**src/rtl/ibp_pkg.sv**
```systemverilog
// Shared types, codes and coordinate mapping helpers for the border padding block.
`timescale 1ns / 1ps
`default_nettype none

package ibp_pkg;

	// Default frame store dimensions.
	localparam int DEF_MAX_ROWS = 512;
	localparam int DEF_MAX_COLS = 512;

	// Width of coordinate arithmetic: holds a padded frame size of up to three 10-bit terms
	// and a clamp limit of up to 4096.
	localparam int SW = 13;

	// Border modes.
	localparam logic [1:0] MODE_CONSTANT  = 2'd0;
	localparam logic [1:0] MODE_WRAP      = 2'd1;
	localparam logic [1:0] MODE_REFLECT   = 2'd2;
	localparam logic [1:0] MODE_REPLICATE = 2'd3;

	// Result status codes.
	localparam logic [1:0] STATUS_OK        = 2'd0;
	localparam logic [1:0] STATUS_RANGE_ERR = 2'd1;
	localparam logic [1:0] STATUS_PAD_ERR   = 2'd2;

	// Operation codes.
	localparam logic OP_LOAD = 1'b0;
	localparam logic OP_READ = 1'b1;

	// Configuration register indexes.
	localparam logic [2:0] CFG_BORDER_MODE = 3'd0;
	localparam logic [2:0] CFG_PAD_TOP     = 3'd1;
	localparam logic [2:0] CFG_PAD_BOTTOM  = 3'd2;
	localparam logic [2:0] CFG_PAD_LEFT    = 3'd3;
	localparam logic [2:0] CFG_PAD_RIGHT   = 3'd4;
	localparam logic [2:0] CFG_IMAGE_ROWS  = 3'd5;
	localparam logic [2:0] CFG_IMAGE_COLS  = 3'd6;

	// Commands from the controller to the datapath.
	typedef struct packed {
		logic calc;
		logic addr;
		logic mem;
		logic out_pend;
	} ibp_cmd_t;

	// Status from the datapath to the controller.
	typedef struct packed {
		logic is_read;
		logic out_free;
	} ibp_sts_t;

	// One mapped axis coordinate.
	typedef struct packed {
		logic [SW-1:0] idx;
		logic          border;
	} ibp_map_t;

	// Effective image size: zero acts as one, anything above the store limit as the limit.
	function automatic logic [SW-1:0] clamp_size(input logic [9:0] v, input logic [SW-1:0] maxv);
		logic [SW-1:0] ext;
		ext = {{(SW-10){1'b0}}, v};
		if (ext == '0) begin
			return SW'(1);
		end
		return (ext > maxv) ? maxv : ext;
	endfunction

	// Map a padded-frame coordinate back into the source along one axis.
	function automatic ibp_map_t map_axis(input logic [SW-1:0] p, input logic [SW-1:0] lo,
			input logic [SW-1:0] n, input logic [1:0] mode);
		ibp_map_t r;
		logic [SW-1:0] d;
		logic [SW-1:0] e;
		d = lo - p;
		e = p - lo - n;
		r.border = 1'b0;
		r.idx = p - lo;
		if (p < lo) begin
			r.border = 1'b1;
			case (mode)
				MODE_WRAP:    r.idx = n - d;
				MODE_REFLECT: r.idx = d - SW'(1);
				default:      r.idx = '0;
			endcase
		end else if (p >= lo + n) begin
			r.border = 1'b1;
			case (mode)
				MODE_WRAP:    r.idx = e;
				MODE_REFLECT: r.idx = n - SW'(1) - e;
				default:      r.idx = n - SW'(1);
			endcase
		end
		return r;
	endfunction

endpackage

`default_nettype wire

```
**src/rtl/ibp_ctrl.sv**
```systemverilog
// Controller state machine that sequences one word through map, address, memory and output steps.
`timescale 1ns / 1ps
`default_nettype none

module ibp_ctrl (
	input  wire              clk,
	input  wire              arst_n,
	input  wire              s_axis_tvalid,
	output logic             s_axis_tready,
	input  wire  ibp_pkg::ibp_sts_t sts,
	output ibp_pkg::ibp_cmd_t cmd
);

	typedef enum logic [2:0] {
		ST_IDLE,
		ST_CALC,
		ST_ADDR,
		ST_MEM,
		ST_OUT
	} state_t;

	state_t            state_q;
	logic              ready_q;
	ibp_pkg::ibp_cmd_t cmd_q;

	assign s_axis_tready = ready_q;
	assign cmd = cmd_q;

	// State and registered commands.
	always_ff @(posedge clk or negedge arst_n) begin
		if (!arst_n) begin
			state_q <= ST_IDLE;
			ready_q <= 1'b0;
			cmd_q <= '0;
		end else begin
			unique case (state_q)
				ST_IDLE: begin
					if (s_axis_tvalid && ready_q) begin
						state_q <= ST_CALC;
						ready_q <= 1'b0;
						cmd_q <= '{calc: 1'b1, default: 1'b0};
					end else begin
						ready_q <= 1'b1;
						cmd_q <= '0;
					end
				end
				ST_CALC: begin
					state_q <= ST_ADDR;
					cmd_q <= '{addr: 1'b1, default: 1'b0};
				end
				ST_ADDR: begin
					state_q <= ST_MEM;
					cmd_q <= '{mem: 1'b1, default: 1'b0};
				end
				ST_MEM: begin
					if (sts.is_read) begin
						state_q <= ST_OUT;
						cmd_q <= '{out_pend: 1'b1, default: 1'b0};
					end else begin
						state_q <= ST_IDLE;
						ready_q <= 1'b1;
						cmd_q <= '0;
					end
				end
				ST_OUT: begin
					// The datapath loads the output register in the cycle the slot is free.
					if (sts.out_free) begin
						state_q <= ST_IDLE;
						ready_q <= 1'b1;
						cmd_q <= '0;
					end else begin
						cmd_q <= '{out_pend: 1'b1, default: 1'b0};
					end
				end
				default: begin
					state_q <= ST_IDLE;
					ready_q <= 1'b0;
					cmd_q <= '0;
				end
			endcase
		end
	end

endmodule

`default_nettype wire

```
**config.mk**
```make
export PLATFORM = sky130hd
export DESIGN_NAME = ibp_ctrl
export DESIGN_NICKNAME = d
export VERILOG_FILES = /design/src/rtl/ibp_pkg.sv /design/src/rtl/ibp_ctrl.sv
export SDC_FILE = /design/constraint.sdc
export NUM_CORES = 1
export LEC_CHECK = 0
export BUFFER_PORTS_ARGS = -buffer_cell sky130_fd_sc_hd__buf_4
export CORE_AREA = 2 2 39 41
export DETAILED_ROUTE_END_ITERATION = 10
export DIE_AREA = 0 0 41 43
export REMOVE_ABC_BUFFERS = 1
export SETUP_SLACK_MARGIN = 0.1
export SLEW_MARGIN = 20
export SYNTH_ARGS = -nofsm -noshare
export SYNTH_HDL_FRONTEND = slang
export SYNTH_SLANG_ARGS = --single-unit
```
**constraint.sdc**
```tcl
create_clock -name clk -period 2 [get_ports clk]
set_input_delay 0.4 -clock clk [delete_from_list [all_inputs] [get_ports clk]]
set_output_delay 0.4 -clock clk [all_outputs]
set_load 0.02 [all_outputs]
```
Yosys cells after proc, flatten, opt, wreduce, memory -nomap -nowiden
Index checks and enable logic that the tools add are counted.
W data, S select, Z words.
{ "classes": {"n_eq_ne": 7, "muxes": 12, "bitwise_logic": 1, "n_reduce_logical": 5} }
{ "ops": {"columns": ["cell", "n"], "rows": [
  ["$pmux W4 S5", 1],
  ["$pmux W3 S5", 1],
  ["$mux W3", 3],
  ["$eq A3 B2 Y1 const B", 2],
  ["$ne A2 B2 Y1 const B", 3],
  ["$mux W1", 5],
  ["$mux W4", 1],
  ["$pmux W1 S4", 1],
  ["$eq A3 B1 Y1 const B", 1],
  ["$eq A3 B3 Y1 const B", 1],
  ["$logic_not A3 Y1", 1],
  ["$reduce_and A3 Y1", 1],
  ["$reduce_and A2 Y1", 1],
  ["$reduce_or A2 Y1", 1],
  ["$logic_and A1 B1 Y1", 1],
  ["$not A1 Y1", 1]
]} }
{ "totals": {"regBits": 8, "in_bits": 5, "wordCells": 31} }

Longest topological paths before layout
Gate-level depths: netlist (run 1).
{ "logic_depth": {"ltp_word": 4, "ltp_mapped": 4, "mapped_depth_nobuf": 3} }

Worst setup path before layout (run 1)
Ideal clock, no wire load.
{ "synth_path": {"path_type": "register to register", "from": "register ready_q (netlist: s_axis_tready)", "to": "register ready_q (netlist: s_axis_tready)", "setup_time_ns": 0.120, "t_arrival_ns": 1.002, "required_ns": 1.880, "setup_slack_ns": 0.878, "stages_incl_launch_ff": 4, "period_less_slack_ns": 1.122, "cell_sequence": "dfrtp_1 nand2_1 o31a_1 o211a_1"} }
{ "synth_between": {"elab_chain_cells": 3} }
{ "synth_rtl": {"columns": ["item", "line", "source"], "rows": [
  ["from (decl)", "ibp_ctrl.sv:23", "logic ready_q;"],
  ["from (signal assigned)", "ibp_ctrl.sv:33", "ready_q <= 1'b0;"],
  ["from (signal assigned)", "ibp_ctrl.sv:40", "ready_q <= 1'b0;"],
  ["from (signal assigned)", "ibp_ctrl.sv:43", "ready_q <= 1'b1;"],
  ["$logic_and A1 B1 Y1", "ibp_ctrl.sv:38", "if (s_axis_tvalid && ready_q) begin"],
  ["$mux W1", "ibp_ctrl.sv:38", null],
  ["$pmux W1 S4", "ibp_ctrl.sv:36", "unique case (state_q)"]
]} }
No other way between the ends.
A chain may end at the register's enable or synchronous reset.

Worst setup path in the final report (run 1)
{ "layout_path": {"from": "register ready_q (netlist: s_axis_tready)", "to": "output port s_axis_tready"} }
{ "layout_rtl": {"columns": ["item", "line", "source"], "rows": [
  ["to (decl)", "ibp_ctrl.sv:9", "output logic s_axis_tready,"]
]} }
No word-level cell between the ends.

==> results.md, run 1 <==
- Status: finished clean
- Final Hold Viols: 0
- Largest net degree at the start of global routing: 12
- Critical path's slowest cell: dfrtp_1
- Die height: 43 microns
- Clock-pin slew on the worst setup and hold paths: 0.06 ns
- Non-filler cells, final: 55
- Global-route wire length before repair: 1000 microns
- Routed wire length: 576 microns
- Clk root buf: clkbuf_4
- Clk sink count: 8
- Crit-path leading delay family: flip-flops
- Core area: 1384 sq um
- Worst-Margin Slew: 0.3145 ns
- Cts bufs inserted: 3
- Hold Crit Class: in2reg
- Synthesis Warnings: 0
- Worst path max stage delay: 0.42 ns
- WP data arrival: 0.84 ns
- Via count: 252
- Crit Path Max Fanout: 6
- Fmax: 0.8034 GHz
- Unique cell type count in the Yosys netlist: 20
- DIE AREA: 1763 sq um
- Via-per-instance ratio: 4.582
- GR Util All Layers: 9.293%
- Critical Path Source Type: flop
- Post-Route M1 WL: 309 microns
- Mapped Avg Cell Area: 12.29 sq um
- Antenna fix cells: 0
- Drt first pass iters: 2
- Initial antenna violation count: 0
- Clock Latency Late Sink: 0.25 ns
- Max IR drop VDD: 0.6312 mV
- Slew Viols, Final: 0
- DR top layer: met3
- CTS-repair resized insts: 0
- DR WL/cell: 10.47 microns
- Die X-Extent: 41 microns
- Synth Register Bits: 8
- Lkg Pwr: 0.0002064 uW
- Setup TNS: 0 ns
- Area of the multi-input gates: 121.4 sq um
- Setup crit end kind: output pin
- Met2 wire len: 211 microns
- Setup Buffers After CTS: 0
- Htree depth: 1
- Layout cell share with drive strength beyond 1: 35.90%
- Hold_ws: 0.3414 ns
- Relative slew slack: 79.03%
- Total congestion overflow: 0
- Mapped Area: 344.1 sq um
- Cell count after synthesis: 28
- Placed insts: 51
- Row cnt: 14
- Kind of critical path: reg2out
- Clock buffer depth: 2
- Met3 routed WL: 56 microns
- Vias in the first global route: 222
- Drt initial violations: 1
- Count of final setup violators: 0
- Dpl ws: 0.8345 ns
- CP Buf/Inv Count: 1
- Detail Route Antenna Nets: 0
- Cell breakdown of the critical path: buf_4
- Flip-flop and latch area: 200.2 sq um
- Worst EP required: 1.60 ns
- Global placer's final weighted congestion: 0.7134
- IO buf count: 9
- NumNets Final: 46
- Final period util: 62.24%
- RSZ-0062 raised after global routing: false
- PnR worst setup slack: 0.7552 ns
- Area Growth Syn to Fin: 29.45%
- Clock skew: 0.007352 ns
- CTS tree: done
- Max cap viols: 0
- Number of fill cells: 138
- Register area share after synthesis: 58.18%
- Hpwl dp: 405.1 microns
- Initial core utilization: 24.86%
- Ports: 10
- Clock period minus worst slack: 1.245 ns
- PD cells: 1481 nW/um^2
- DRC: 0
-- power by group --
group	switching [uW]	internal, uW	total, uW
Sequential	81.8	225	307
Combinational	108	122	230
Clock	54.2	68.6	123
Total	244	415	660
-- logic make-up after synthesis --
| group | count (synthesis) | share of synthesized area [%] |
|---|---|---|
| AOI/OAI and AO/OA | 6 | 14.18 |
| and+or+nand+nor | 11 | 21.09 |
| buffers and inverters | 3 | 6.545 |
| DFF | 8 | 58.18 |
-- repair_timing --
| item | in CTS | in global routing |
|---|---|---|
| endpoints found under the setup margin | 0 | 0 |
| endpoints found under the hold margin | 8 | 0 |
| hold buffers | 1 | 0 |
-- cells in the mapped netlist (all sizes together) --
cell / count / area [sq um]
nor3b: 2 / 20.02
nand3b: 1 / 7.510
inv: 1 / 3.750
or2: 1 / 6.260
buf: 2 / 18.77
o31a: 1 / 8.760
nor2: 1 / 3.750
or2b: 1 / 7.510
nor4: 1 / 6.260
nor3: 1 / 5.000
nand4: 1 / 6.260
nand2b: 1 / 6.260
o41ai: 2 / 17.52
o31ai: 1 / 7.510
nand2: 1 / 3.750
dfrtp: 8 / 200.2
o211a: 1 / 10.01
a21oi: 1 / 5.000
-- metal layers --
metal,track usage [%],vias up
li1,-,126
met1,11.48,115
met2,11.25,11
met3,9.424,0
met4,2.000,0
met5,0,-
-- through the flow --
step           cell area [sq um]  total power [uW]  util, %
2_1_floorplan              325.3             441.5        -
3_3_place_gp               412.9             536.0    29.84
3_5_place_dp               412.9             537.6    29.84
4_1_cts                    445.4             667.2    32.19
5_1_grt                    445.4             716.1    32.19
6_report                   445.4             659.6    32.19
-- worst reg2reg max path, delay by kind of cell (launching register included) --
| family | cells | cell delay [ns] |
|---|---|---|
| DFF | 1 | 0.51 |
| AOI/OAI and AO/OA | 2 | 0.29 |
| and+or+nand+nor | 1 | 0.26 |
-- path summary, 6_finish.rpt --
| kind | start | end | slack [ns] | cells after the start |
|---|---|---|---|---|
| max | s_axis_tready$_DFFE_PN0P_ | s_axis_tready | 0.76 | 1 |
| min | sts[0] | state_q[2]$_DFFE_PN0P_ | 0.34 | 2 |
| max reg2reg | state_q[1]$_DFFE_PN0P_ | s_axis_tready$_DFFE_PN0P_ | 0.83 | 3 |
| min reg2reg | state_q[2]$_DFFE_PN0P_ | state_q[0]$_DFFE_PN0P_ | 0.60 | 1 |
| max in group asynchronous | arst_n | cmd[0]$_DFF_PN0_ | 1.37 | 2 |
| min in group asynchronous | arst_n | cmd[3]$_DFF_PN0_ | 0.50 | 2 |
-- area by class of cell --
type	instances	share of cell area, %
flip-flops and latches	8	44.94
multi-input cells	17	27.25
repair buffers	10	17.42
clock buffers	3	5.056
well taps	16	4.494
inverters	1	0.8427
-- sequential cells by signal, indices dropped and copies added, names as in the netlist --
name	flops
state_q	3
cmd	4
s_axis_tready	1
-- placed cells by master, fill, tap and decap left out, types with 2 or more instances in the layout --
master    n
dfrtp_1   8
clkbuf_4  3
o41ai_1   2
buf_4     9
No activity file was read; power rests on OpenSTA's default activity.
==> run 2: changes to the inputs <==
==> constraint.sdc (replaced) <==
create_clock -name clk -period 1.15 [get_ports clk]
set_input_delay 0.23 -clock clk [delete_from_list [all_inputs] [get_ports clk]]
set_output_delay 0.23 -clock clk [all_outputs]
set_load 0.02 [all_outputs]
==> run 2 against run 1 <==
  * Total power is 92% higher
  * Combinational power grew 130%
  * Routed wire length rose by 8.7%
  * Worst setup slack got worse by 0.67 ns
  * Clock skew fell by 0.0049 ns
  * Largest cell class unchanged
  * Design area up 10%
  * Via count rose by 9.5%
  * Final cell count grew 7.3%
==> results.md, run 2 (same netlist as run 1, synthesis figures left out) <==
- Hpwl dp: 453.1 microns (+12%)
- Flop2flop setup slack: 0.09 ns (-0.74 ns)
- Worst-Margin Slew: 0.2517 ns (-0.06283 ns)
- Total stage count of the critical path: 3 (+2)
- Clock skew: 0.002460 ns (-0.004892 ns)
- Clock buffer depth: 2 (unchanged)
- Status: finished clean
- Number of fill cells: 147 (+6.5%)
- Clk root buf: clkbuf_4
- Row cnt: 14 (unchanged)
- Setup TNS: 0 ns (unchanged)
- Kind of critical path: reg2reg
- Clock-pin slew on the worst setup and hold paths: 0.05 ns (about the same)
- Crit Path Max Fanout: 7 (+1)
- CTS tree: done
- Worst r2r path cells: 3 (unchanged)
- Relative slew slack: 83.00% (+4.0 points)
- PD cells: 2583 nW/um^2 (+74%)
- Htree depth: 1 (unchanged)
- Max cap viols: 0 (unchanged)
- Total congestion overflow: 0 (unchanged)
- WP data arrival: 1.24 ns (+0.40 ns)
- Worst EP required: 1.33 ns (-0.27 ns)
- Die X-Extent: 41 microns (unchanged)
- Drt initial violations: 6 (+5)
- Clock period minus worst slack: 1.061 ns
- Worst Hold End: cmd[0]$_DFF_PN0_
- Cell breakdown of the critical path: buf_4 -> o31ai_1 -> o211a_1
- Routed wire length: 626 microns (+8.7%)
- Setup crit end kind: flop
- Worst Hold Launch: sts[0]
- Fmax: 0.9422 GHz
- Dpl ws: 0.06851 ns (-0.7660 ns)
- CP Buf/Inv Count: 1 (unchanged)
- Slew Viols, Final: 0 (unchanged)
- Via-per-instance ratio: 4.678 (+2.1%)
- Global placer's final weighted congestion: 0.7235 (+1.4%)
- Via count: 276 (+9.5%)
- Non-filler cells, final: 59 (+7.3%)
- Critical Path Source Type: flop
- Clk sink count: 8 (unchanged)
- Drt first pass iters: 3 (+1)
- DRC: 0 (unchanged)
- Core area: 1384 sq um (unchanged)
- Clock Latency Late Sink: 0.24 ns (about the same)
- Final period util: 92.29%
- Ports: 10 (unchanged)
- Max IR drop VDD: 0.8891 mV (+41%)
- Initial core utilization: 24.86% (unchanged)
- Final Hold Viols: 0 (unchanged)
- Antenna fix cells: 0 (unchanged)
- Reg-to-reg critical path endpoint: s_axis_tready$_DFFE_PN0P_
- GR Util All Layers: 8.824% (-0.47 points)
- Fin area: 490.5 sq um (+10%)
- Vias in the first global route: 244 (+9.9%)
- Largest register FFs: 4 (unchanged)
- Placed standard-cell area: 427.9 sq um (+3.6%)
- Commonest non-fill, non-tap cell in the layout: buf_4
- Flip-flop and latch area: 203.9 sq um (+1.9%)
- Count of final setup violators: 0 (unchanged)
- PnR worst setup slack: 0.08867 ns (-0.6666 ns)
- Area of the multi-input gates: 128.9 sq um (+6.2%)
- Most frequent cells in the layout: buf_4 (12), dfrtp_1 (5), clkbuf_4 (3), dfrtp_2 (3)
- Lkg Pwr: 0.0002303 uW (+12%)
- Die height: 43 microns (unchanged)
- Global-route wire length before repair: 1014 microns (+1.4%)
- R2R Path Start: state_q[1]$_DFFE_PN0P_
- DR WL/cell: 10.61 microns (+1.3%)
- Hold depth: 2 (unchanged)
- Placed insts: 53 (+3.9%)
- Critical path's slowest cell: dfrtp_2
- Initial antenna violation count: 0 (unchanged)
- NumNets Final: 50 (+8.7%)
- Hold Crit Class: in2reg
- Worst path max stage delay: 0.44 ns (+0.02 ns)
- IO buf count: 9 (unchanged)
- Layout cell share with drive strength beyond 1: 51.16% (+15 points)
- RSZ-0062 raised after global routing: true
- Detail Route Antenna Nets: 0 (unchanged)
- DIE AREA: 1763 sq um (unchanged)
- Area Growth Syn to Fin: 42.55%
- Largest net degree at the start of global routing: 11 (-1)
- Crit-path leading delay family: flip-flops
- Cts bufs inserted: 3 (unchanged)
## run 2: changes by cell type in the layout (fill, tap and decap cells not counted)
| cell | delta |
|---|---|
| buf_6 | +1 |
| dfrtp_1 | -3 |
| dfrtp_2 | +3 |
| buf_4 | +3 |
| o41ai_2 | +1 |
| o41ai_1 | -1 |
## run 2: repair_timing
item / CTS / global route
hold buffers: 1 / 0
endpoints found under the hold margin: 8 / 0
gates resized for setup: 2 / 3
setup buffers: 2 / 0
endpoints found under the setup margin: 3 / 5
## run 2: routing by layer
layer | track usage [%] | vias to the layer above | share of wire [%]
li1 | - | 136 | -
met1 | 12.62 | 131 | 46
met2 | 10.63 | 9 | 45
met3 | 3.141 | 0 | 8.8
met4 | 6.000 | 0 | 0
met5 | 0 | - | 0
## run 2: worst max path at each step
stage                                    from                         to  slack [ns]
floorplan           s_axis_tready$_DFFE_PN0P_  s_axis_tready$_DFFE_PN0P_        0.03
global placement       state_q[1]$_DFFE_PN0P_           cmd[0]$_DFF_PN0_        0.08
detailed placement     state_q[1]$_DFFE_PN0P_  s_axis_tready$_DFFE_PN0P_        0.07
CTS                    state_q[1]$_DFFE_PN0P_  s_axis_tready$_DFFE_PN0P_        0.07
global route           state_q[1]$_DFFE_PN0P_  s_axis_tready$_DFFE_PN0P_        0.05
finish                 state_q[1]$_DFFE_PN0P_  s_axis_tready$_DFFE_PN0P_        0.09
## run 2: per-stage QoR
| step | utilization [%] | total power, uW | hold WS [ns] |
|---|---|---|---|
| after floorplan | - | 767.9 | -0.06559 |
| after global placement | 30.92 | 974.9 | 0.05014 |
| after detailed placement | 30.92 | 980.0 | 0.05318 |
| after CTS | 35.17 | 1259 | 0.1693 |
| after global routing | 35.44 | 1364 | 0.1651 |
| final | 35.44 | 1267 | 0.1718 |
## run 2: cell type report
type | instances | share of cell area [%]
sequential | 8 | 41.58
multi-input combinational | 17 | 26.28
timing repair buffer | 14 | 22.70
clock buffer | 3 | 4.592
tap | 16 | 4.082
inverter | 1 | 0.7653
## run 2: report_power, final
part | internal (uW) | switching [uW] | leakage, uW
Clock | 119 | 87.8 | 0.0000138
Sequential | 403 | 121 | 0.0000989
Combinational | 294 | 243 | 0.000118
Total | 815 | 452 | 0.000230
==> run 3: changes to the inputs <==
--- a/config.mk
+++ b/config.mk
@@ -5,6 +5,7 @@
 export SDC_FILE = /design/constraint.sdc
 export NUM_CORES = 1
 export LEC_CHECK = 0
+export ABC_AREA = 1
 export BUFFER_PORTS_ARGS = -buffer_cell sky130_fd_sc_hd__buf_4
 export CORE_AREA = 2 2 39 41
 export DETAILED_ROUTE_END_ITERATION = 10
==> run 3 against run 2 <==
  * Hold slack gained 0.097 ns
  * Non-clock buffer count shrank 1
  * Sequential power barely moved
  * Core utilization is 0.18 points lower
  * Area after synthesis is 5.5% lower
  * Clock-buffer cell count unchanged
  * Sequential share of layout area increased by 0.21 points
  * Design area shrank 0.51%
  * Sequential cell count unchanged
  * Global-route usage shrank 0.46 points
  * Die area unchanged
==> results.md, run 3 <==
- Number of synthesized flops with an enable pin: 0 (unchanged)
- Adder-cell area share of the yosys netlist: 0% (unchanged)
- Flip-flop and latch area: 203.9 sq um (unchanged)
- Max IR drop VDD: 0.8783 mV (-1.2%)
- Clk pwr share: 15.7% (-0.6 points)
- DR WL/cell: 9.712 microns (-8.5%)
- Most frequent cells in the layout: buf_4 (11), nand2_1 (6), inv_1 (5), dfrtp_1 (5)
- Total power: 1323 uW (+4.4%)
- Register area share after synthesis: 61.54% (+3.4 points)
- Kind of critical path: reg2reg
- Setup crit end kind: flop
- Global placer's final weighted congestion: 0.6761 (-6.6%)
- Placed standard-cell area: 412.9 sq um (-3.5%)
- Via count: 277 (+0.36%)
- Via-per-instance ratio: 4.197 (-10%)
- Synth async-reset ratio: 100.0% (unchanged)
- NetSw: 516.5 uW (+14%)
- CTS tree: done
- Most crowded layer after global routing: met2
- Antenna fix cells: 0 (unchanged)
- Cts bufs inserted: 3 (unchanged)
- Detail Route Antenna Nets: 0 (unchanged)
- WP data arrival: 1.16 ns (-0.08 ns)
- Synth Register Bits: 8 (unchanged)
- Vias in the first global route: 266 (+9.0%)
- Switch share: 39.05% (+3.4 points)
- GR Util met2: 15.31% (+4.7 points)
- Simple-gate portion of the synthesized area: 27.69% (+6.6 points)
- DIE AREA: 1763 sq um (unchanged)
- Max cap viols: 0 (unchanged)
- DRC: 0 (unchanged)
- Logic pwr share: 44.6% (+2.2 points)
- Clock skew: 0.004379 ns (+0.001919 ns)
- Mapped Area: 325.3 sq um (-5.5%)
- Critical Path Source Type: flop
- NumNets Final: 57 (+14%)
- Layout cell share with drive strength beyond 1: 50.00% (-1.2 points)
- Post-layout util: 35.26% (-0.18 points)
- Hold Crit Class: in2reg
- Global-route wire length before repair: 952 microns (-6.1%)
- Dpl ws: 0.08347 ns (+0.01496 ns)
- PnR worst setup slack: 0.1243 ns (+0.03566 ns)
- Area Growth Syn to Fin: 50.00%
- Largest net degree at the start of global routing: 9 (-2)
- Die height: 43 microns (unchanged)
- Core area: 1384 sq um (unchanged)
- Main combinational cell family by area after synthesis: simple AND/OR/NAND/NOR gates
- Yosys top cell area share: 61.54% (+3.4 points)
- Worst-Margin Slew: 0.2240 ns (-0.02776 ns)
- Int Pwr: 806.1 uW (-1.1%)
- Largest register FFs: 4 (unchanged)
- Count leader, synth: dfrtp_1
- Hpwl dp: 463.8 microns (+2.4%)
- Clk root buf: clkbuf_4
- Drt first pass iters: 4 (+1)
- Synthesized-area fraction occupied by xor and xnor cells: 0% (unchanged)
- Top cell type by total area after synthesis: dfrtp_1
- Top cells by count, synth: dfrtp_1 (8), inv_1 (6), nand2_1 (6)
- Initial antenna violation count: 0 (unchanged)
- Drt initial violations: 1 (-5)
- Clk sink count: 8 (unchanged)
- Met3 Use GR: 6.283% (+3.1 points)
- Ports: 10 (unchanged)
- Initial core utilization: 23.51% (-1.4 points)
- Worst EP required: 1.29 ns (-0.04 ns)
- Main area contributors after synthesis: dfrtp_1 (62%), inv_1 (6.9%), nand2_1 (6.9%)
- Routed wire length: 641 microns (+2.4%)
- Die X-Extent: 41 microns (unchanged)
- Lkg Pwr: 0.0002682 uW (+16%)
- Compound-cell area share of the yosys netlist: 3.846% (-10 points)
- Count of final setup violators: 0 (unchanged)
- Fin area: 488.0 sq um (-0.51%)
- Crit Path Max Fanout: 6 (-1)
- Row cnt: 14 (unchanged)
- Fmax: 0.9750 GHz (+3.5%)
- IO buf count: 9 (unchanged)
- Final period util: 89.19% (-3.1 points)
- Mux contribution to synthesized area: 0% (unchanged)
- Commonest non-fill, non-tap cell in the layout: buf_4
- RSZ-0062 raised after global routing: true
- Sequential share of power: 39.7% (-1.6 points)
- Final Hold Viols: 0 (unchanged)
- Status: finished clean
- Top_reg_cell synth: dfrtp_1
- Clock Latency Late Sink: 0.25 ns (about the same)
- Cell count after synthesis: 34 (+21%)
- Slew Viols, Final: 0 (unchanged)
- Htree depth: 1 (unchanged)
- Area of the multi-input gates: 115.1 sq um (-11%)
- Mapped Avg Cell Area: 9.568 sq um (-22%)
- Relative slew slack: 84.93% (+1.9 points)
- Total congestion overflow: 0 (unchanged)
- Met1 Use GR: 6.189% (-6.4 points)
- Unique cell type count in the Yosys netlist: 12 (-40%)
- Setup TNS: 0 ns (unchanged)
- Clock period minus worst slack: 1.026 ns (-0.03566 ns)
- Number of fill cells: 153 (+4.1%)
- GR Util All Layers: 8.367% (-0.46 points)
- Clock buffer depth: 2 (unchanged)
- Clock-pin slew on the worst setup and hold paths: 0.05 ns (about the same)
- Synthesis Warnings: 0 (unchanged)
- PD cells: 2710 nW/um^2 (+4.9%)
## run 3: power groups by stage
| stage | Sequential (uW) | Clock (uW) | Combinational (uW) |
|---|---|---|---|
| floorplan | 571 | 0 | 261 |
| global placement | 497 | 0 | 511 |
| detailed placement | 499 | 0 | 518 |
| CTS | 499 | 219 | 556 |
| global route | 541 | 238 | 666 |
| finish | 525 | 208 | 590 |
## run 3: final timing paths
check	from	slack, ns	end	cells past startpoint
min in group asynchronous	arst_n	0.34	cmd[3]$_DFF_PN0_	2
max in group asynchronous	arst_n	0.67	state_q[0]$_DFFE_PN0P_	2
hold / removal	s_axis_tvalid	0.27	cmd[3]$_DFF_PN0_	3
setup reg to reg	state_q[1]$_DFFE_PN0P_	0.12	s_axis_tready$_DFFE_PN0P_	6
hold reg to reg	state_q[2]$_DFFE_PN0P_	0.52	cmd[3]$_DFF_PN0_	1
setup / recovery	state_q[1]$_DFFE_PN0P_	0.12	s_axis_tready$_DFFE_PN0P_	6
## run 3: critical path: stages (launching register included)
cell	delay (ns)
dfrtp_2	0.45
nor2_4	0.14
nand3_2	0.09
nand2_2	0.11
nor2_2	0.04
nand2_1	0.05
nand2_1	0.04
## run 3: layout make-up
class / count / area share, %
inverter: 6 / 4.615
sequential: 8 / 41.79
multi-input combinational: 20 / 23.59
tap: 16 / 4.103
timing repair buffer: 13 / 21.28
clock buffer: 3 / 4.615
## run 3: stage by stage
stage,std cells,hold slack (ns)
after floorplan,34,-0.06559
final,66,0.2691
after CTS,64,0.2523
after global routing,66,0.2898
after detailed placement,59,0.05342
after global placement,59,0.05025
## run 3: cells by family (layout without fill, tap and decap cells)
family	count (synthesis)	after routing
DFF	8	8
AOI/OAI and AO/OA	2	2
buffers and inverters	6	22
and+or+nand+nor	18	18
## run 3: what timing repair did
action,4_1_cts,5_1_grt
pin swaps,0,2
hold endpoints to repair,8,0
setup buffers,1,2
gates resized for setup,3,5
hold buffers,1,0
setup endpoints to repair,1,2
## run 3: layer usage
metal | share of wire, % | routed length [microns]
met5 | 0 | 0
met4 | 0 | 0
met3 | 8.3 | 53
met2 | 52 | 335
met1 | 39 | 253
